--- config.mk ---
export PLATFORM = sky130hd
export DESIGN_NAME = longest_prefix_route_lookup_top
export DESIGN_NICKNAME = d
export VERILOG_FILES = /design/src/hdl/lprl_pkg.sv /design/src/hdl/lprl_table.sv /design/src/hdl/lprl_engine.sv /design/src/hdl/longest_prefix_route_lookup_top.sv
export SDC_FILE = /design/constraint.sdc
export NUM_CORES = 1
export LEC_CHECK = 0
export BUFFER_PORTS_ARGS = -buffer_cell sky130_fd_sc_hd__buf_2
export CAP_MARGIN = 10
export CORE_MARGIN = 2
export CORE_UTILIZATION = 56
export CTS_CLUSTER_SIZE = 14
export DETAILED_ROUTE_END_ITERATION = 16
export PLACE_DENSITY = 0.78
export SYNTH_ARGS = -nofsm -noshare
export SYNTH_HDL_FRONTEND = slang
export SYNTH_SLANG_ARGS = --single-unit
--- constraint.sdc ---
create_clock -name clk_i -period 6.5 [get_ports clk_i]
set_input_delay 0.325 -clock clk_i [delete_from_list [all_inputs] [get_ports clk_i]]
set_output_delay 0.325 -clock clk_i [all_outputs]
set_load 0.05 [all_outputs]
--- src/hdl/lprl_pkg.sv ---
// Shared types and constants for the longest-prefix route lookup block.
// Used by the table, the scan engine and the top level; depends on nothing.
`default_nettype none

package lprl_pkg;

  localparam int ENTRIES = 16;
  localparam int SLOT_W  = (ENTRIES > 1) ? $clog2(ENTRIES) : 1;
  localparam int IDX_W   = 4;
  localparam int PORT_W  = 4;
  localparam int ADDR_W  = 32;

  localparam logic OP_WRITE  = 1'b0;
  localparam logic OP_LOOKUP = 1'b1;

  typedef enum logic [1:0] {
    ST_IDLE,
    ST_SCAN,
    ST_TAIL,
    ST_DONE
  } eng_state_e;

  // One table slot as read out of the table.
  typedef struct packed {
    logic              valid;
    logic [ADDR_W-1:0] prefix;
    logic [ADDR_W-1:0] mask;
    logic [PORT_W-1:0] port;
  } slot_t;

  // Slot write request.
  typedef struct packed {
    logic              en;
    logic [SLOT_W-1:0] addr;
    slot_t             data;
  } slot_wr_t;

  // Result of one item.
  typedef struct packed {
    logic              hit;
    logic [IDX_W-1:0]  index;
    logic [PORT_W-1:0] port;
    logic [ADDR_W-1:0] prefix;
  } result_t;

endpackage

`default_nettype wire

--- src/hdl/lprl_table.sv ---
// Route table storage: valid bits in flops, prefix/mask/port in a memory.
// One write port, one read port with registered read data. Uses lprl_pkg.
`default_nettype none

module lprl_table
  import lprl_pkg::*;
(
  input  wire logic              clk_i,
  input  wire logic              rst_ni,
  input  wire slot_wr_t          wr_i,
  input  wire logic [SLOT_W-1:0] rd_addr_i,
  output slot_t                  rd_data_o
);

  logic [ENTRIES-1:0] valid_q;
  logic [ADDR_W-1:0]  prefix_mem [ENTRIES];
  logic [ADDR_W-1:0]  mask_mem   [ENTRIES];
  logic [PORT_W-1:0]  port_mem   [ENTRIES];
  slot_t              rd_q;

  always_ff @(posedge clk_i or negedge rst_ni) begin
    if (!rst_ni) begin
      valid_q <= '0;
    end else if (wr_i.en) begin
      valid_q[wr_i.addr] <= wr_i.data.valid;
    end
  end

  always_ff @(posedge clk_i) begin
    if (wr_i.en) begin
      prefix_mem[wr_i.addr] <= wr_i.data.prefix;
      mask_mem[wr_i.addr]   <= wr_i.data.mask;
      port_mem[wr_i.addr]   <= wr_i.data.port;
    end
  end

  always_ff @(posedge clk_i) begin
    rd_q.valid  <= valid_q[rd_addr_i];
    rd_q.prefix <= prefix_mem[rd_addr_i];
    rd_q.mask   <= mask_mem[rd_addr_i];
    rd_q.port   <= port_mem[rd_addr_i];
  end

  assign rd_data_o = rd_q;

endmodule

`default_nettype wire

--- src/hdl/lprl_engine.sv ---
// Scan sequencer with one shared masked-compare and mask-rank unit.
// Walks the table one slot a cycle and keeps the best match. Uses lprl_pkg.
`default_nettype none

module lprl_engine
  import lprl_pkg::*;
(
  input  wire logic              clk_i,
  input  wire logic              rst_ni,
  input  wire logic              start_lookup_i,
  input  wire logic              start_write_i,
  input  wire logic [ADDR_W-1:0] addr_i,
  input  wire logic              out_free_i,
  output logic                   busy_o,
  output logic                   done_o,
  output result_t                result_o,
  output logic [SLOT_W-1:0]      rd_addr_o,
  input  wire slot_t             rd_data_i
);

  eng_state_e        state_q, state_d;
  logic [SLOT_W-1:0] cnt_q, cnt_d;
  logic [SLOT_W-1:0] cmp_slot_q;
  logic              cmp_en_q;
  logic [ADDR_W-1:0] addr_q;
  logic              found_q, found_d;
  logic [SLOT_W-1:0] best_idx_q, best_idx_d;
  logic [ADDR_W-1:0] best_mask_q, best_mask_d;
  logic [ADDR_W-1:0] best_prefix_q, best_prefix_d;
  logic [PORT_W-1:0] best_port_q, best_port_d;
  logic              last_slot;
  logic              slot_match;
  logic              slot_better;
  logic [31:0]       best_idx_ext;

  assign last_slot = (cnt_q == SLOT_W'(ENTRIES - 1));

  // Shared compare unit: masked prefix equality, then rank by mask value.
  assign slot_match  = rd_data_i.valid &&
                       ((rd_data_i.prefix & rd_data_i.mask) == (addr_q & rd_data_i.mask));
  assign slot_better = cmp_en_q && slot_match && (!found_q || (rd_data_i.mask > best_mask_q));

  always_comb begin
    state_d = state_q;
    unique case (state_q)
      ST_IDLE: begin
        if (start_lookup_i) begin
          state_d = ST_SCAN;
        end else if (start_write_i) begin
          state_d = ST_DONE;
        end
      end
      ST_SCAN: begin
        if (last_slot) begin
          state_d = ST_TAIL;
        end
      end
      ST_TAIL: state_d = ST_DONE;
      ST_DONE: begin
        if (out_free_i) begin
          state_d = ST_IDLE;
        end
      end
      default: state_d = ST_IDLE;
    endcase
  end

  always_comb begin
    cnt_d         = cnt_q;
    found_d       = found_q;
    best_idx_d    = best_idx_q;
    best_mask_d   = best_mask_q;
    best_prefix_d = best_prefix_q;
    best_port_d   = best_port_q;
    busy_o        = 1'b1;
    done_o        = 1'b0;
    unique case (state_q)
      ST_IDLE: begin
        busy_o = 1'b0;
        cnt_d  = '0;
        // clear the best match so a write or a miss reports all zero
        if (start_lookup_i || start_write_i) begin
          found_d       = 1'b0;
          best_idx_d    = '0;
          best_mask_d   = '0;
          best_prefix_d = '0;
          best_port_d   = '0;
        end
      end
      ST_SCAN: cnt_d = cnt_q + SLOT_W'(1);
      ST_TAIL: ;
      ST_DONE: done_o = 1'b1;
      default: ;
    endcase
    if (slot_better) begin
      found_d       = 1'b1;
      best_idx_d    = cmp_slot_q;
      best_mask_d   = rd_data_i.mask;
      best_prefix_d = rd_data_i.prefix;
      best_port_d   = rd_data_i.port;
    end
  end

  always_ff @(posedge clk_i or negedge rst_ni) begin
    if (!rst_ni) begin
      state_q  <= ST_IDLE;
      cnt_q    <= '0;
      cmp_en_q <= 1'b0;
      found_q  <= 1'b0;
    end else begin
      state_q  <= state_d;
      cnt_q    <= cnt_d;
      cmp_en_q <= (state_q == ST_SCAN);
      found_q  <= found_d;
    end
  end

  always_ff @(posedge clk_i) begin
    cmp_slot_q    <= cnt_q;
    best_idx_q    <= best_idx_d;
    best_mask_q   <= best_mask_d;
    best_prefix_q <= best_prefix_d;
    best_port_q   <= best_port_d;
    if (start_lookup_i && (state_q == ST_IDLE)) begin
      addr_q <= addr_i;
    end
  end

  assign rd_addr_o     = cnt_q;
  assign best_idx_ext  = 32'(best_idx_q);
  assign result_o.hit    = found_q;
  assign result_o.index  = best_idx_ext[IDX_W-1:0];
  assign result_o.port   = best_port_q;
  assign result_o.prefix = best_prefix_q;

endmodule

`default_nettype wire

--- src/hdl/longest_prefix_route_lookup_top.sv ---
// Longest-prefix route lookup over an IPv4 routing table.
//
// Input channel (in_valid_i / in_stall_o) carries one word per item. A word
// with op_i = 0 writes slot entry_index_i (ignored when beyond the table); a
// word with op_i = 1 looks up lookup_addr_i. Output channel (out_valid_o /
// out_stall_i) returns one word per item: hit, slot, port and prefix of the
// valid route with the largest mask whose masked prefix equals the masked
// address, lowest slot on ties, all zero on a miss or a write.
//
// A lookup scans the table one slot a cycle through a single compare unit
// fed by the table's registered read port; the engine registers the best
// match, and the word then passes to the output register. A write sends
// an all-zero word. The block holds in_stall_o high while it works on an item.
//
// Reset clears all valid bits at once, so the table starts empty with no
// clearing pass. When the receiver stalls, the output word holds in its
// register; one further item may be accepted and processed, then it waits
// in the engine until the output register frees up.
// Depends on lprl_pkg, lprl_table and lprl_engine.
`default_nettype none

module longest_prefix_route_lookup_top
  import lprl_pkg::*;
(
  input  wire logic              clk_i,
  input  wire logic              rst_ni,
  input  wire logic              in_valid_i,
  output logic                   in_stall_o,
  input  wire logic              op_i,
  input  wire logic [IDX_W-1:0]  entry_index_i,
  input  wire logic              entry_valid_i,
  input  wire logic [ADDR_W-1:0] entry_prefix_i,
  input  wire logic [ADDR_W-1:0] entry_mask_i,
  input  wire logic [PORT_W-1:0] entry_port_i,
  input  wire logic [ADDR_W-1:0] lookup_addr_i,
  output logic                   out_valid_o,
  input  wire logic              out_stall_i,
  output logic                   hit_o,
  output logic [IDX_W-1:0]       match_index_o,
  output logic [PORT_W-1:0]      match_port_o,
  output logic [ADDR_W-1:0]      match_prefix_o
);

  logic              in_accept;
  logic              busy;
  logic              done;
  logic              out_free;
  logic              out_load;
  logic [31:0]       idx_ext;
  slot_wr_t          slot_wr;
  slot_t             rd_data;
  logic [SLOT_W-1:0] rd_addr;
  result_t           eng_result;
  logic              out_valid_q, out_valid_d;
  result_t           out_q;

  assign in_stall_o = busy;
  assign in_accept  = in_valid_i && !in_stall_o;
  assign idx_ext    = 32'(entry_index_i);

  always_comb begin
    slot_wr.en          = in_accept && (op_i == OP_WRITE) && (idx_ext < 32'(ENTRIES));
    slot_wr.addr        = idx_ext[SLOT_W-1:0];
    slot_wr.data.valid  = entry_valid_i;
    slot_wr.data.prefix = entry_prefix_i;
    slot_wr.data.mask   = entry_mask_i;
    slot_wr.data.port   = entry_port_i;
  end

  lprl_table u_table (
    .clk_i     (clk_i),
    .rst_ni    (rst_ni),
    .wr_i      (slot_wr),
    .rd_addr_i (rd_addr),
    .rd_data_o (rd_data)
  );

  lprl_engine u_engine (
    .clk_i          (clk_i),
    .rst_ni         (rst_ni),
    .start_lookup_i (in_accept && (op_i == OP_LOOKUP)),
    .start_write_i  (in_accept && (op_i == OP_WRITE)),
    .addr_i         (lookup_addr_i),
    .out_free_i     (out_free),
    .busy_o         (busy),
    .done_o         (done),
    .result_o       (eng_result),
    .rd_addr_o      (rd_addr),
    .rd_data_i      (rd_data)
  );

  // Output register: load a finished word whenever the slot is empty or drains.
  assign out_free = !out_valid_q || !out_stall_i;
  assign out_load = done && out_free;

  always_comb begin
    out_valid_d = out_valid_q;
    if (out_load) begin
      out_valid_d = 1'b1;
    end else if (!out_stall_i) begin
      out_valid_d = 1'b0;
    end
  end

  always_ff @(posedge clk_i or negedge rst_ni) begin
    if (!rst_ni) begin
      out_valid_q <= 1'b0;
    end else begin
      out_valid_q <= out_valid_d;
    end
  end

  always_ff @(posedge clk_i) begin
    if (out_load) begin
      out_q <= eng_result;
    end
  end

  assign out_valid_o    = out_valid_q;
  assign hit_o          = out_q.hit;
  assign match_index_o  = out_q.index;
  assign match_port_o   = out_q.port;
  assign match_prefix_o = out_q.prefix;

endmodule

`default_nettype wire

-- After elaboration in Yosys (flattened, before gate mapping)
Memory sizes are Yosys's and may differ from the RTL's. A register that Yosys moved wholly into a read port is not among the register bits.
Cells that the tools add are included.
- logic and storage cells: 88
- register bits: 175
- input bits: 110
- output and inout port bits: 43
- memory bits (writable): 1088
- memories kept: 3
- memory list (name ; depth ; width ; rd ports ; clocked after memory_dff ; write ports ; line ; RTL):
    u_table.mask_mem ; 16 ; 32 ; 1 ; 1 ; 1 ; lprl_table.sv:17 ; logic [ADDR_W-1:0] mask_mem [ENTRIES];
    u_table.prefix_mem ; 16 ; 32 ; 1 ; 1 ; 1 ; lprl_table.sv:16 ; logic [ADDR_W-1:0] prefix_mem [ENTRIES];
    u_table.port_mem ; 16 ; 4 ; 1 ; 1 ; 1 ; lprl_table.sv:18 ; logic [PORT_W-1:0] port_mem [ENTRIES];
- reductions and logical operators: 22
- multiplexer cells: 28
- magnitude comparators: 5
- eq/ne operators: 9
- bitwise gates (word level): 3
- add/subtract/negate cells: 1
- operator list (cell ; count):
    $mux W32 ; 4
    $and A32 B32 Y32 ; 2
    $eq A32 B32 Y1 ; 1
    $gt A32 B32 Y1 ; 1
    $bwmux W16 ; 1
    $mux W4 ; 4
    $lt A4 B5 Y1 const B ; 3
    $mux W1 ; 11
    $logic_and A1 B1 Y1 ; 10
    $mux W2 ; 4
    $pmux W2 S4 ; 1
    $pmux W4 S2 ; 1
    $reduce_bool A2 Y1 ; 3
    $add A4 B1 Y4 const B ; 1
    $bmux W1 S4 ; 1
    $demux W1 S4 ; 1
    $eq A2 B2 Y1 const B ; 2
    $eq A4 B4 Y1 const B ; 1
    $ge A4 B1 Y1 const B ; 1
    $ne A2 B1 Y1 const B ; 2
    $logic_not A1 Y1 ; 3
    $logic_or A1 B1 Y1 ; 3
    $ne A3 B1 Y1 const B ; 1
    $reduce_and A3 Y1 ; 1
    5 further kinds ; 5

-- Depth between registers and ports, before layout
Gate-level depths: netlist (run 1).
- word-level depth: 7
- depth in mapped cells: 10
- gate-level depth less buffers: 8

-- By module
Synthesis (run 1) repeated with hierarchy kept, for this count alone.
- cell total of the unflattened synthesis: 2243
- area total of the unflattened synthesis: 49929.1 µm²
- modules (own cells, without submodules) (module ; area each (µm²) ; cells each ; seq. area each (µm²) ; times used):
    lprl_table ; 42806.1 ; 1793 ; 34453.0 ; 1
    lprl_engine ; 5826.8 ; 403 ; 3403.3 ; 1
    longest_prefix_route_lookup_top ; 1296.2 ; 47 ; 1256.2 ; 1

-- Least setup slack after synthesis (run 1)
No wires, ideal clock.
- path type: reg-to-reg
- start: register u_engine.state_q[0]
- end: register u_table.valid_q[0]
- data required time: 6.412 ns
- setup time: 0.088 ns
- path buffers: 0
- cell stages (with the launch flop): 7
- setup slack: -0.292 ns
- data arrival time: 6.703 ns
- period minus slack after synthesis: 6.792 ns
- cells stage by stage: dfrtp_1 > inv_1 > ha_1 > nand2_1 > or4_1 > nor3_1 > mux2_2
- cells in the longest elaborated chain, start to end: 4
- RTL lines (item ; line ; RTL):
    start, declared ; lprl_engine.sv:21 ; eng_state_e state_q, state_d;
    start signal, assigned ; lprl_engine.sv:111 ; state_q <= state_d;
    $logic_not A2 Y1 ; lprl_engine.sv:77 ; unique case (state_q)
    $logic_and A1 B1 Y1 ; longest_prefix_route_lookup_top.sv:58 ; assign in_accept = in_valid_i && !in_stall_o;
    $logic_and A1 B1 Y1 (2 in a row) ; longest_prefix_route_lookup_top.sv:62 ; slot_wr.en = in_accept && (op_i == OP_WRITE) && (idx_ext < 32'(ENTRIES));
    end signal, assigned by index ; lprl_table.sv:25 ; valid_q[wr_i.addr] <= wr_i.data.valid;
    end, declared ; lprl_table.sv:15 ; logic [ENTRIES-1:0] valid_q;
No other way between the ends.
A chain may end at the register's enable or synchronous reset.

-- Final worst setup path (run 1)
- start: register u_engine.state_q[1]
- end: memory u_table.mask_mem[12][23], enable pin
- cells in the longest elaborated chain, start to end: 6
- RTL lines (item ; line ; RTL):
    $logic_not A2 Y1 ; lprl_engine.sv:77 ;
    $logic_and A1 B1 Y1 ; longest_prefix_route_lookup_top.sv:58 ;
    $logic_and A1 B1 Y1 (2 in a row) ; longest_prefix_route_lookup_top.sv:62 ;
    $mux W1 ; lprl_table.sv:30 ; if (wr_i.en) begin
    $mux W1 (not written as such) ; lprl_table.sv:32 ; mask_mem[wr_i.addr] <= wr_i.data.mask;
    end, declared ; lprl_table.sv:17 ;
No other way between the ends.

==> results of run 1 <==
[what timing repair did]
action | CTS | global route
hold buffers | 103 | 0
endpoints found under the hold margin | 1147 | 0
setup endpoints to repair | 0 | 0
[state kept, by name, indices dropped and copies added, names as in the netlist, 16 cells and up]
| signal | flops |
|---|---|
| u_engine.addr_q | 32 |
| match_prefix_o | 32 |
| u_table.port_mem | 64 |
| u_table.mask_mem | 512 |
| u_engine.best_mask_q | 32 |
| u_table.valid_q | 16 |
| u_engine.best_prefix_q | 32 |
| u_table.rd_data_o | 69 |
| u_table.prefix_mem | 512 |
[worst register-to-register path, cell delays in order (launching register included)]
cell and delay, ns:
dfrtp_1 0.41, inv_1 0.12, ha_1 0.28, nand2_1 0.12
or4_1 0.63, nor2_4 0.80, buf_4 0.84
[how the worst max path moves through the flow]
stage / from / slack, ns / endpoint / cells past startpoint
floorplan: u_engine.state_q[0] / 1.67 / u_table.valid_q[4] / 6
global placement: u_engine.state_q[0] / 2.93 / u_table.valid_q[8] / 7
detailed placement: u_engine.state_q[1] / 2.92 / u_table.mask_mem[12][11] / 6
CTS: u_engine.state_q[0] / 2.86 / u_table.mask_mem[12][22] / 6
global route: u_engine.state_q[0] / 2.68 / u_table.port_mem[6][0] / 7
finish: u_engine.state_q[1] / 2.88 / u_table.mask_mem[12][23] / 6
[layout by cell type, fill, tap and decap left out, types with 5 or more instances in the layout]
master and count:
nor2_4 12, o21ai_0 9, mux4_2 345, ha_1 37, a21oi_1 14, buf_4 20, clkbuf_1 33, and2_1 72
dlygate4sd3_1 103, diode_2 8, bufinv_16 9, inv_1 35, a22o_1 6, clkbuf_16 133, clkinv_2 23, buf_12 10
nand4_1 11, clkbuf_8 10, dfxtp_1 73, inv_6 10, buf_2 152, xor2_1 32, edfxtp_1 1233, dfrtp_1 21
nand2_1 11, nand3_1 8, mux2_2 17, clkinv_1 18, nor2_1 5, a221oi_1 6
[routing by layer]
layer	track usage	share of wire
met4	0.0898	0.030
met1	0.343	0.36
met5	0	0.00088
met3	0.0732	0.10
met2	0.430	0.50
[cells by family (layout without fill, tap and decap cells)]
kind of cell / Yosys count / in the layout
adder cells (fa/ha/maj): 37 / 37
AO/OA/AOI/OAI: 55 / 55
AND/OR/NAND/NOR: 137 / 137
XOR/XNOR: 32 / 32
flip-flops: 1331 / 1331
multiplexers: 363 / 363
other: 0 / 8
buffers and inverters: 123 / 560
[stage by stage]
step	hold WS, ns	power, mW
floorplan	0.0294	13.1
global placement	0.365	14.3
detailed placement	0.386	14.4
CTS	0.0833	21.8
global route	0.126	22.4
finish	0.150	21.7
[layout make-up]
| cell class | count | share of cell area |
|---|---|---|
| flip-flops and latches | 1331 | 0.685 |
| multi-input cells | 624 | 0.176 |
| clock buffers | 176 | 0.0628 |
| repair buffers | 285 | 0.0375 |
| well taps | 1165 | 0.0255 |
| clock inverters | 64 | 0.0105 |
| inverters | 35 | 0.00230 |
| diodes | 8 | 0.000351 |
[power by group through the flow]
stage	Clock (mW)	Sequential [mW]	Combinational [mW]
floorplan	0	10.5	2.59
global placement	0	10.5	3.74
detailed placement	0	10.5	3.84
CTS	7.51	10.4	3.96
global route	7.84	10.4	4.16
finish	7.43	10.4	3.93
==> results_tabular.tex, run 1 <==
\begin{tabular}{lr}
\hline
Metric & Value \\
\hline
\multicolumn{2}{l}{\textbf{Synthesis}} \\
Leading post-synthesis cells by cell area & edfxtp\_1, mux4\_2, dfxtp\_1 \\
Cell with the most instances after synthesis & edfxtp\_1 \\
Synth warn & 0 \\
Synthesized-area fraction occupied by xor and xnor cells & 0.00566 \\
Sequential share of the synthesized area & 0.790 \\
Yosys cell types & 45 \\
Share of flip-flops with an asynchronous set or reset after synthesis & 0.0188 \\
Dominant combinational cell family by area after synthesis & multiplexers \\
Share of synthesized cell area in full adder, half adder and majority cells & 0.00935 \\
Simple-Gate Fraction of Synth Area & 0.0158 \\
Number of register bits inferred by synthesis & 1,331 \\
Top cells by count, synth & edfxtp\_1, mux4\_2, dfxtp\_1 \\
Proportion of netlist area held by the largest area contributor & 0.748 \\
Synthesized area & 49,500 µm² \\
Biggest area consumer among synthesized cells & edfxtp\_1 \\
Ys flop type & edfxtp\_1 \\
Fraction of the mapped netlist area in compound gates & 0.00776 \\
Post-synth EDFFs & 1,233 \\
Syn\_nets & 2,225 \\
Multiplexer share of the synthesized area & 0.161 \\
Synthesized instance count & 2,078 \\
Mean cell area of the mapped netlist & 23.8 µm² \\
\multicolumn{2}{l}{\textbf{Timing}} \\
Final clock skew & 0.0164 ns \\
Total count of max-transition violations in the final report & 0 \\
Final worst setup slack & 2.88 ns \\
Worst relative slew slack & 0.233 \\
RSZ-0062 raised after global routing & no \\
Peak clock frequency supported by timing & 276 MHz \\
Final setup violating endpoints & 0 \\
Slew at the pin with the worst max-slew slack & 1.15 ns \\
Hold violation count in the final report & 0 \\
Tcrit/Tclk final & 0.557 \\
Total Negative Setup Slacks & 0 ns \\
Time the final worst path needs with I/O delays and setup & 3.62 ns \\
\multicolumn{2}{l}{\textbf{Placed design}} \\
Routability congestion estimate & 0.845 \\
Number of placed instances, taps included & 3,337 \\
Placed wire-length estimate after detailed placement & 59,600 µm \\
Cell area reported after detailed placement & 51,900 µm² \\
\# port buffers & 152 \\
DP Worst Slack & 2.92 ns \\
\multicolumn{2}{l}{\textbf{Setup path}} \\
End of the worst register-to-register path & u\_table.mask\_mem[12][23] \\
Max stage delay cell, worst path & buf\_4 \\
Register-to-register setup slack & 2.88 ns \\
Critical Path Start Type & flip-flop \\
Slowest Stage Delay on Critical Path & 0.81 ns \\
R2r startpoint & u\_engine.state\_q[1] \\
Required time of the critical path & 6.84 ns \\
Reg2Reg Depth & 6 \\
Highest fanout seen on the critical path & 45 \\
Data arrival time of the worst path & 3.96 ns \\
Chain of cells forming the critical path & inv\_1 -> ha\_1 -> nand2\_1 -> or4\_1 -> nor2\_4 -> buf\_4 \\
Kind of cell adding the most delay to the critical path & simple AND/OR/NAND/NOR gates \\
Number of buffer and inverter stages on the critical path & 2 \\
Type of element capturing the critical path & flip-flop \\
Start-to-end type of the worst setup path & reg2reg \\
\multicolumn{2}{l}{\textbf{Layout}} \\
Combined area of the multi-input logic cells & 10,000 µm² \\
Sequential cell area & 39,100 µm² \\
Net total in the final layout & 2,554 \\
Filler cell count & 5,346 \\
Final std cells w/o fill & 3,688 \\
Ratio of cells with drive above 1 in the final layout & 0.301 \\
Final Cell Area & 57,100 µm² \\
Share of the core filled with cells in the final layout & 0.649 \\
Area Overhead vs Synth & 15.3\% \\
\multicolumn{2}{l}{\textbf{Die}} \\
Area of the placeable core & 88,000 µm² \\
Height of the chip & 301 µm \\
Initial Util & 0.563 \\
Io pins & 153 \\
Die Footprint & 90,800 µm² \\
Width of the die & 301 µm \\
Number of cell rows & 109 \\
\multicolumn{2}{l}{\textbf{GRT}} \\
Number of global-route vias before repair & 24.4k \\
Global-route wire length before repair & 168,000 µm \\
Number of antenna violations at the first check in global routing & 12 \\
GRT Resource Usage Total & 0.263 \\
Maximum number of pins on one net before global-route repair & 158 \\
Aggregate global routing overflow & 0 \\
\multicolumn{2}{l}{\textbf{Detailed routing}} \\
Residual DRC & 0 \\
Detail Route Antenna Nets & 0 \\
WL per Instance & 31.5 µm \\
Vias per cell & 6.34 \\
Via count & 23.4k \\
Total iterations of the first detailed-routing run & 7 \\
Drt total wl & 116,000 µm \\
Initial DRC count & 3,014 \\
\multicolumn{2}{l}{\textbf{Clock tree}} \\
CTS clock-pin slew for the worst setup and hold paths & 0.06 ns \\
Insertion delay of the later-clocked pin in the worst-skew pair & 0.73 ns \\
CTS tree & yes \\
Setup Fix Bufs, Post-CTS & 0 \\
Count of clock tree sinks & 1,331 \\
Library cell used as clock root buffer & clkbuf\_16 \\
Clock buffers created by TritonCTS & 130 \\
CTS H-Tree Depth & 4 \\
Cells resized by post-CTS repair & 0 \\
Clock Tree Buf Depth & 3 \\
\multicolumn{2}{l}{\textbf{Hold path}} \\
Hold-critical path endpoint & u\_table.valid\_q[7] \\
HP Start & entry\_valid\_i \\
Classification of the worst-slack hold path & in2reg \\
Hold Path Stages & 2 \\
\multicolumn{2}{l}{\textbf{Power}} \\
Switching pwr & 5.77 mW \\
Int Power & 16.0 mW \\
Total power density per cell area & 381 nW/µm² \\
Sw Ratio & 0.265 \\
Part of the power in the clock network & 0.342 \\
Maximum resistive drop on vdd & 406 µV \\
Fraction of power consumed by combinational cells & 0.181 \\
Fraction of power consumed by sequential logic & 0.478 \\
LEAKAGE & 18.4 nW \\
\multicolumn{2}{l}{\textbf{Run status}} \\
Status & finished, final reports clean \\
\multicolumn{2}{l}{\textbf{Run}} \\
Number of max-cap violations & 0 \\
\hline
\end{tabular}
No activity file was read; power rests on OpenSTA's default activity.
==> run 2, diff against run 1 <==
==> constraint.sdc (replaced) <==
create_clock -name clk_i -period 3.3 [get_ports clk_i]
set_input_delay 0.165 -clock clk_i [delete_from_list [all_inputs] [get_ports clk_i]]
set_output_delay 0.165 -clock clk_i [all_outputs]
set_load 0.05 [all_outputs]
==> run 2 against run 1 <==
  * Sequential share of layout area down 0.89 points
  * Routed wire length up 4.2%
  * First-iteration DRC count up 11%
  * Via count up 3.1%
  * Critical path depth up 3
  * Sequential power up 95%
  * Fmax up 20%
  * Clock-buffer cell count down 5
  * Clock skew up 0.022 ns
  * Largest cell class unchanged
==> results_tabular.tex, run 2 (synthesized netlist as in run 1, its figures left out) <==
\begin{tabular}{lr}
\hline
Metric & Value \\
\hline
\multicolumn{2}{l}{\textbf{Run status}} \\
Status & finished, final reports clean \\
\multicolumn{2}{l}{\textbf{Die}} \\
Height of the chip & 301 µm (unchanged) \\
Initial Util & 0.563 (unchanged) \\
Die Footprint & 90,800 µm² (unchanged) \\
Width of the die & 301 µm (unchanged) \\
Number of cell rows & 109 (unchanged) \\
Area of the placeable core & 88,000 µm² (unchanged) \\
Io pins & 153 (unchanged) \\
\multicolumn{2}{l}{\textbf{Clock tree}} \\
Cells resized by post-CTS repair & 0 (unchanged) \\
Count of clock tree sinks & 1,331 (unchanged) \\
CTS H-Tree Depth & 4 (unchanged) \\
CTS tree & yes \\
CTS clock-pin slew for the worst setup and hold paths & 0.06 ns (about the same) \\
Clock buffers created by TritonCTS & 131 (+0.77\%) \\
Insertion delay of the later-clocked pin in the worst-skew pair & 0.74 ns (about the same) \\
Clock Tree Buf Depth & 3 (unchanged) \\
Library cell used as clock root buffer & clkbuf\_16 \\
\multicolumn{2}{l}{\textbf{GRT}} \\
Aggregate global routing overflow & 0 (unchanged) \\
Global-route wire length before repair & 175,000 µm (+4.2\%) \\
GRT Resource Usage Total & 0.274 (+0.0112) \\
Number of global-route vias before repair & 24.9k (+2.2\%) \\
Number of antenna violations at the first check in global routing & 11 (-1) \\
Maximum number of pins on one net before global-route repair & 74 (-53\%) \\
\multicolumn{2}{l}{\textbf{Placed design}} \\
\# port buffers & 152 (unchanged) \\
Cell area reported after detailed placement & 52,600 µm² (+1.3\%) \\
Routability congestion estimate & 0.862 (+2.0\%) \\
Placed wire-length estimate after detailed placement & 62,400 µm (+4.8\%) \\
\multicolumn{2}{l}{\textbf{Timing}} \\
Total count of max-transition violations in the final report & 0 (unchanged) \\
Worst relative slew slack & 0.319 (+0.0858) \\
Final setup violating endpoints & 0 (unchanged) \\
Final clock skew & 0.0387 ns (+0.0224 ns) \\
Hold violation count in the final report & 0 (unchanged) \\
Time the final worst path needs with I/O delays and setup & 3.01 ns (-0.611 ns) \\
Peak clock frequency supported by timing & 332 MHz (+20\%) \\
RSZ-0062 raised after global routing & no \\
Total Negative Setup Slacks & 0 ns (unchanged) \\
Tcrit/Tclk final & 0.913 (+0.355) \\
Slew at the pin with the worst max-slew slack & 1.02 ns (-0.125 ns) \\
\multicolumn{2}{l}{\textbf{Power}} \\
Int Power & 31.8 mW (+99\%) \\
Part of the power in the clock network & 0.342 (about the same) \\
Switching pwr & 11.5 mW (+99\%) \\
Maximum resistive drop on vdd & 596 µV (+47\%) \\
Sw Ratio & 0.265 (+0.000294) \\
Fraction of power consumed by sequential logic & 0.471 (-0.007) \\
Total power density per cell area & 747 nW/µm² (+96\%) \\
Fraction of power consumed by combinational cells & 0.188 (+0.007) \\
LEAKAGE & 18.7 nW (+1.7\%) \\
\multicolumn{2}{l}{\textbf{Layout}} \\
Net total in the final layout & 2,597 (+1.7\%) \\
Ratio of cells with drive above 1 in the final layout & 0.315 (+0.0134) \\
Commonest non-fill, non-tap cell in the layout & edfxtp\_1 \\
Sequential cell area & 39,100 µm² (unchanged) \\
Combined area of the multi-input logic cells & 10,100 µm² (+0.21\%) \\
Area Overhead vs Synth & 16.8\% \\
Top library cells by usage in the layout, fill and taps aside & edfxtp\_1, mux4\_2, buf\_2 \\
Final Cell Area & 57,900 µm² (+1.3\%) \\
Filler cell count & 5,277 (-1.3\%) \\
\multicolumn{2}{l}{\textbf{Detailed routing}} \\
WL per Instance & 32.5 µm (+3.2\%) \\
Vias per cell & 6.48 (+2.1\%) \\
Via count & 24.1k (+3.1\%) \\
Drt total wl & 121,000 µm (+4.2\%) \\
Residual DRC & 0 (unchanged) \\
Initial DRC count & 3,345 (+11\%) \\
Total iterations of the first detailed-routing run & 5 (-2) \\
Detail Route Antenna Nets & 0 (unchanged) \\
\multicolumn{2}{l}{\textbf{Run}} \\
Number of max-cap violations & 0 (unchanged) \\
\multicolumn{2}{l}{\textbf{Setup path}} \\
Start-to-end type of the worst setup path & reg2reg \\
Critical Path Start Type & flip-flop \\
Required time of the critical path & 3.71 ns (-3.13 ns) \\
Type of element capturing the critical path & flip-flop \\
Data arrival time of the worst path & 3.42 ns (-0.54 ns) \\
Highest fanout seen on the critical path & 20 (-56\%) \\
\multicolumn{2}{l}{\textbf{Hold path}} \\
Classification of the worst-slack hold path & in2reg \\
\hline
\end{tabular}
[run 2: cell types whose count changed in the layout (fill, tap and decap cells not counted), moves of 2 or more]
cell and change:
buf_4 +9, clkinv_8 +6, clkbuf_1 -3, inv_1 -2, clkbuf_8 -4, inv_2 +2
buf_12 +30, clkinv_2 +4, clkinvlp_4 +2, diode_2 -4, inv_6 -8, clkbuf_16 +2
dlygate4sd3_1 +3
[run 2: worst paths after layout]
check                                          from  slack, ns  depth (start not counted)                       end
min                                entry_index_i[0]       0.11                          3  u_table.prefix_mem[4][1]
max in group asynchronous                    rst_ni       1.28                          4     u_engine.rd_addr_o[1]
max reg2reg                u_engine.best_mask_q[30]       0.29                          9  u_engine.best_mask_q[22]
min in group asynchronous                    rst_ni       0.43                          3        u_table.valid_q[4]
max                        u_engine.best_mask_q[30]       0.29                          9  u_engine.best_mask_q[22]
min reg2reg                  u_engine.best_idx_q[3]       0.42                          0          match_index_o[3]
[run 2: what timing repair did]
item | CTS | global route
buffers inserted | 0 | 0
hold buffers | 106 | 0
endpoints found under the hold margin | 1165 | 0
[run 2: cell type report]
type,count,share of cell area
sequential,1331,0.676
multi-input combinational,624,0.174
clock buffer,171,0.0618
timing repair buffer,327,0.0491
tap,1165,0.0252
clock inverter,66,0.0114
inverter,35,0.00227
antenna,4,0.000173
[run 2: metrics by stage]
step | total power [mW] | utilization | cells | setup WS [ns] | hold WS, ns
global route | 44.5 | 0.658 | 3723 | 0.140 | 0.113
finish | 43.2 | 0.658 | 3723 | 0.288 | 0.105
floorplan | 25.8 | - | 2078 | -0.172 | -0.131
detailed placement | 28.5 | 0.598 | 3376 | 0.297 | 0.206
global placement | 28.2 | 0.598 | 3376 | 0.390 | 0.195
CTS | 43.3 | 0.658 | 3719 | 0.317 | 0.0682
[run 2: worst max-delay path: stages, from the launching register on]
cell and delay [ns]:
edfxtp_1 0.33, inv_1 0.05, ha_1 0.33, nand4_2 0.16
or4_1 0.58, o21ai_1 0.15, o41ai_1 0.12, a2111oi_4 0.44
a21o_4 0.33, buf_12 0.22
[run 2: metal layers]
layer	global-route usage	wire length, µm	vias up
met3	0.0561	11400	269
met5	0	73	-
met1	0.376	45400	12800
li1	-	-	9492
met2	0.441	60000	1589
met4	0.102	4280	12
[run 2: power by group through the flow]
| stage | clock network [mW] | registers [mW] | logic, mW |
|---|---|---|---|
| floorplan | 0 | 20.7 | 5.13 |
| global placement | 0 | 20.6 | 7.66 |
| detailed placement | 0 | 20.6 | 7.86 |
| CTS | 14.9 | 20.3 | 8.14 |
| global route | 15.5 | 20.4 | 8.55 |
| finish | 14.8 | 20.3 | 8.11 |
==> run 3, diff against run 2 <==
--- a/config.mk
+++ b/config.mk
@@ -8,10 +8,10 @@
 export BUFFER_PORTS_ARGS = -buffer_cell sky130_fd_sc_hd__buf_2
 export CAP_MARGIN = 10
 export CORE_MARGIN = 2
-export CORE_UTILIZATION = 56
+export CORE_UTILIZATION = 54
 export CTS_CLUSTER_SIZE = 14
 export DETAILED_ROUTE_END_ITERATION = 16
-export PLACE_DENSITY = 0.78
+export PLACE_DENSITY = 0.75
 export SYNTH_ARGS = -nofsm -noshare
 export SYNTH_HDL_FRONTEND = slang
 export SYNTH_SLANG_ARGS = --single-unit
==> run 3 against run 2 <==
  * Sequential power is essentially flat
  * Power fell by 1.6%
  * Die area up 3.7%
  * Clock-buffer cell count up 7
  * Hold slack improved by 0.056 ns
  * Register-to-register slack better by 0.07 ns
  * Final cell count is 0.32% higher
  * Fmax is 2.4% higher
  * Global-route usage is 1.8 points lower
  * Routed wire length decreased by 3.4%
  * Clock power shrank 4%
  * Critical endpoint is now u_engine.best_prefix_q[3]
==> results_tabular.tex, run 3 (synthesized netlist as in run 1, its figures left out) <==
\begin{tabular}{lr}
\hline
Metric & Value \\
\hline
\multicolumn{2}{l}{\textbf{Layout}} \\
Area Overhead vs Synth & 16.3\% \\
Ratio of cells with drive above 1 in the final layout & 0.310 (-0.00527) \\
Final std cells w/o fill & 3,735 (+0.32\%) \\
Net total in the final layout & 2,596 (-0.039\%) \\
Top library cells by usage in the layout, fill and taps aside & edfxtp\_1, mux4\_2, buf\_2 \\
Commonest non-fill, non-tap cell in the layout & edfxtp\_1 \\
Filler cell count & 5,748 (+8.9\%) \\
Number of antenna cells inserted & 0 (-4) \\
\multicolumn{2}{l}{\textbf{Setup path}} \\
Type of element capturing the critical path & flip-flop \\
Required time of the critical path & 3.70 ns (about the same) \\
Start-to-end type of the worst setup path & reg2reg \\
Data arrival time of the worst path & 3.34 ns (-0.08 ns) \\
Max stage delay cell, worst path & or4\_1 \\
R2r startpoint & u\_engine.best\_mask\_q[30] \\
Highest fanout seen on the critical path & 51 (+160\%) \\
Reg2Reg Depth & 9 (unchanged) \\
End of the worst register-to-register path & u\_engine.best\_prefix\_q[3] \\
Critical Path Start Type & flip-flop \\
Slowest Stage Delay on Critical Path & 0.57 ns (about the same) \\
Register-to-register setup slack & 0.36 ns (+0.07 ns) \\
Chain of cells forming the critical path & inv\_1 -> ha\_1 -> nand4\_2 -> or4\_1 -> o21ai\_1 -> o41ai\_1 -> a2111oi\_4 -> a21o\_4 -> buf\_12 \\
\multicolumn{2}{l}{\textbf{GRT}} \\
GRT Resource Usage Total & 0.256 (-0.0180) \\
Number of global-route vias before repair & 24.3k (-2.6\%) \\
Global-route wire length before repair & 169,000 µm (-3.5\%) \\
Number of antenna violations at the first check in global routing & 11 (unchanged) \\
Aggregate global routing overflow & 0 (unchanged) \\
Maximum number of pins on one net before global-route repair & 81 (+9.5\%) \\
\multicolumn{2}{l}{\textbf{Timing}} \\
Hold Worst Slack & 0.161 ns (+0.0556 ns) \\
Final setup violating endpoints & 0 (unchanged) \\
RSZ-0062 raised after global routing & no \\
Hold violation count in the final report & 0 (unchanged) \\
Worst relative slew slack & 0.380 (+0.0607) \\
Time the final worst path needs with I/O delays and setup & 2.94 ns (-0.0715 ns) \\
Final worst setup slack & 0.359 ns (+0.0715 ns) \\
Final clock skew & 0.0342 ns (-0.00457 ns) \\
Total count of max-transition violations in the final report & 0 (unchanged) \\
Peak clock frequency supported by timing & 340 MHz (+2.4\%) \\
Slew at the pin with the worst max-slew slack & 0.930 ns (-0.0910 ns) \\
Tcrit/Tclk final & 0.891 (-0.0217) \\
Total Negative Setup Slacks & 0 ns (unchanged) \\
\multicolumn{2}{l}{\textbf{Clock tree}} \\
Insertion delay of the later-clocked pin in the worst-skew pair & 0.73 ns (about the same) \\
Count of clock tree sinks & 1,331 (unchanged) \\
CTS tree & yes \\
CTS H-Tree Depth & 4 (unchanged) \\
Setup Fix Bufs, Post-CTS & 0 (unchanged) \\
Clock Tree Buf Depth & 3 (unchanged) \\
Clock buffers created by TritonCTS & 132 (+0.76\%) \\
Cells resized by post-CTS repair & 0 (unchanged) \\
Post-CTS Hold Buffers & 106 (unchanged) \\
Library cell used as clock root buffer & clkbuf\_16 \\
CTS clock-pin slew for the worst setup and hold paths & 0.06 ns (about the same) \\
\multicolumn{2}{l}{\textbf{Detailed routing}} \\
Total iterations of the first detailed-routing run & 5 (unchanged) \\
Via count & 23.4k (-3.0\%) \\
Initial DRC count & 3,181 (-4.9\%) \\
Detail Route Antenna Nets & 0 (unchanged) \\
Vias per cell & 6.26 (-3.4\%) \\
Residual DRC & 0 (unchanged) \\
Drt total wl & 117,000 µm (-3.4\%) \\
WL per Instance & 31.3 µm (-3.8\%) \\
\multicolumn{2}{l}{\textbf{Power}} \\
Switching pwr & 11.1 mW (-3.2\%) \\
Int Power & 31.4 mW (-1.1\%) \\
Sw Ratio & 0.261 (-0.00426) \\
Total power density per cell area & 738 nW/µm² (-1.2\%) \\
Maximum resistive drop on vdd & 470 µV (-21\%) \\
Part of the power in the clock network & 0.333 (-0.009) \\
Fraction of power consumed by sequential logic & 0.479 (+0.008) \\
LEAKAGE & 18.6 nW (-0.60\%) \\
Fraction of power consumed by combinational cells & 0.188 (about the same) \\
\multicolumn{2}{l}{\textbf{Die}} \\
Width of the die & 307 µm (+1.8\%) \\
Area of the placeable core & 91,200 µm² (+3.7\%) \\
Initial Util & 0.543 (-0.0202) \\
Io pins & 153 (unchanged) \\
Number of cell rows & 111 (+1.8\%) \\
Die Footprint & 94,200 µm² (+3.7\%) \\
Height of the chip & 307 µm (+1.8\%) \\
\multicolumn{2}{l}{\textbf{Placed design}} \\
\# port buffers & 152 (unchanged) \\
Number of placed instances, taps included & 3,395 (+0.56\%) \\
DP Worst Slack & 0.386 ns (+0.0894 ns) \\
Routability congestion estimate & 0.884 (+2.6\%) \\
Placed wire-length estimate after detailed placement & 61,900 µm (-0.87\%) \\
\multicolumn{2}{l}{\textbf{Hold path}} \\
Classification of the worst-slack hold path & in2reg \\
Hold Path Stages & 2 (-1) \\
Hold-critical path endpoint & u\_engine.addr\_q[4] \\
HP Start & lookup\_addr\_i[4] \\
\multicolumn{2}{l}{\textbf{Run}} \\
Number of max-cap violations & 0 (unchanged) \\
\multicolumn{2}{l}{\textbf{Run status}} \\
Status & finished, final reports clean \\
\hline
\end{tabular}
[run 3: cell count changes in the layout (fill, tap and decap cells not counted), moves of 4 or more]
cell,before,now
clkinv_2,27,20
clkbuf_1,30,36
clkinv_8,6,0
buf_12,40,35
clkinv_1,17,22
buf_4,29,33
bufinv_16,10,6
diode_2,4,0
inv_6,2,6
[run 3: worst max path at each step]
stage                              from                    endpoint  slack (ns)  cells after the start
2_1_floorplan       u_engine.state_q[1]          u_table.valid_q[2]       -0.17                      7
3_3_place_gp   u_engine.best_mask_q[27]  u_engine.best_prefix_q[14]        0.48                      9
3_5_place_dp   u_engine.best_mask_q[30]   u_engine.best_prefix_q[9]        0.39                      9
4_1_cts        u_engine.best_mask_q[30]   u_engine.best_prefix_q[9]        0.36                      9
5_1_grt        u_engine.best_mask_q[30]   u_engine.best_prefix_q[9]        0.16                      9
6_report       u_engine.best_mask_q[30]   u_engine.best_prefix_q[3]        0.36                      9
[run 3: per-layer routing]
metal,global-route usage,share of wire,vias to the layer above
li1,-,-,9474
met1,0.344,0.38,12400
met2,0.399,0.48,1280
met3,0.0750,0.10,236
met4,0.101,0.037,18
met5,0,0.0010,-
[run 3: per-stage QoR]
| step | cell area, µm² | power (mW) | utilization |
|---|---|---|---|
| 2_1_floorplan | 49700 | 25.8 | - |
| 3_3_place_gp | 52500 | 28.3 | 0.575 |
| 3_5_place_dp | 52500 | 28.5 | 0.575 |
| 4_1_cts | 57600 | 42.8 | 0.632 |
| 5_1_grt | 57600 | 43.9 | 0.632 |
| 6_report | 57600 | 42.5 | 0.632 |
[run 3: area by class of cell]
type                    count  area (µm²)  share of cell area
flip-flops and latches   1331       39100               0.679
multi-input cells         624       10100               0.175
clock buffers             178        3620              0.0628
repair buffers            325        2760              0.0479
well taps                1186        1480              0.0258
clock inverters            56         430             0.00747
inverters                  35         131             0.00228
[run 3: power by group through the flow]
stage	clock network [mW]	logic (mW)	registers (mW)
detailed placement	0	7.84	20.6
floorplan	0	5.13	20.7
global placement	0	7.72	20.6
finish	14.2	8.00	20.3
global route	15.0	8.51	20.4
CTS	14.4	8.07	20.3
[run 3: critical path: cells and delay by family, from the launching register on]
kind,cells,cell delay (ns)
simple gates,2,0.73
buf+inv,2,0.33
fa+ha+maj,1,0.35
flops,1,0.32
compound gates,4,0.86
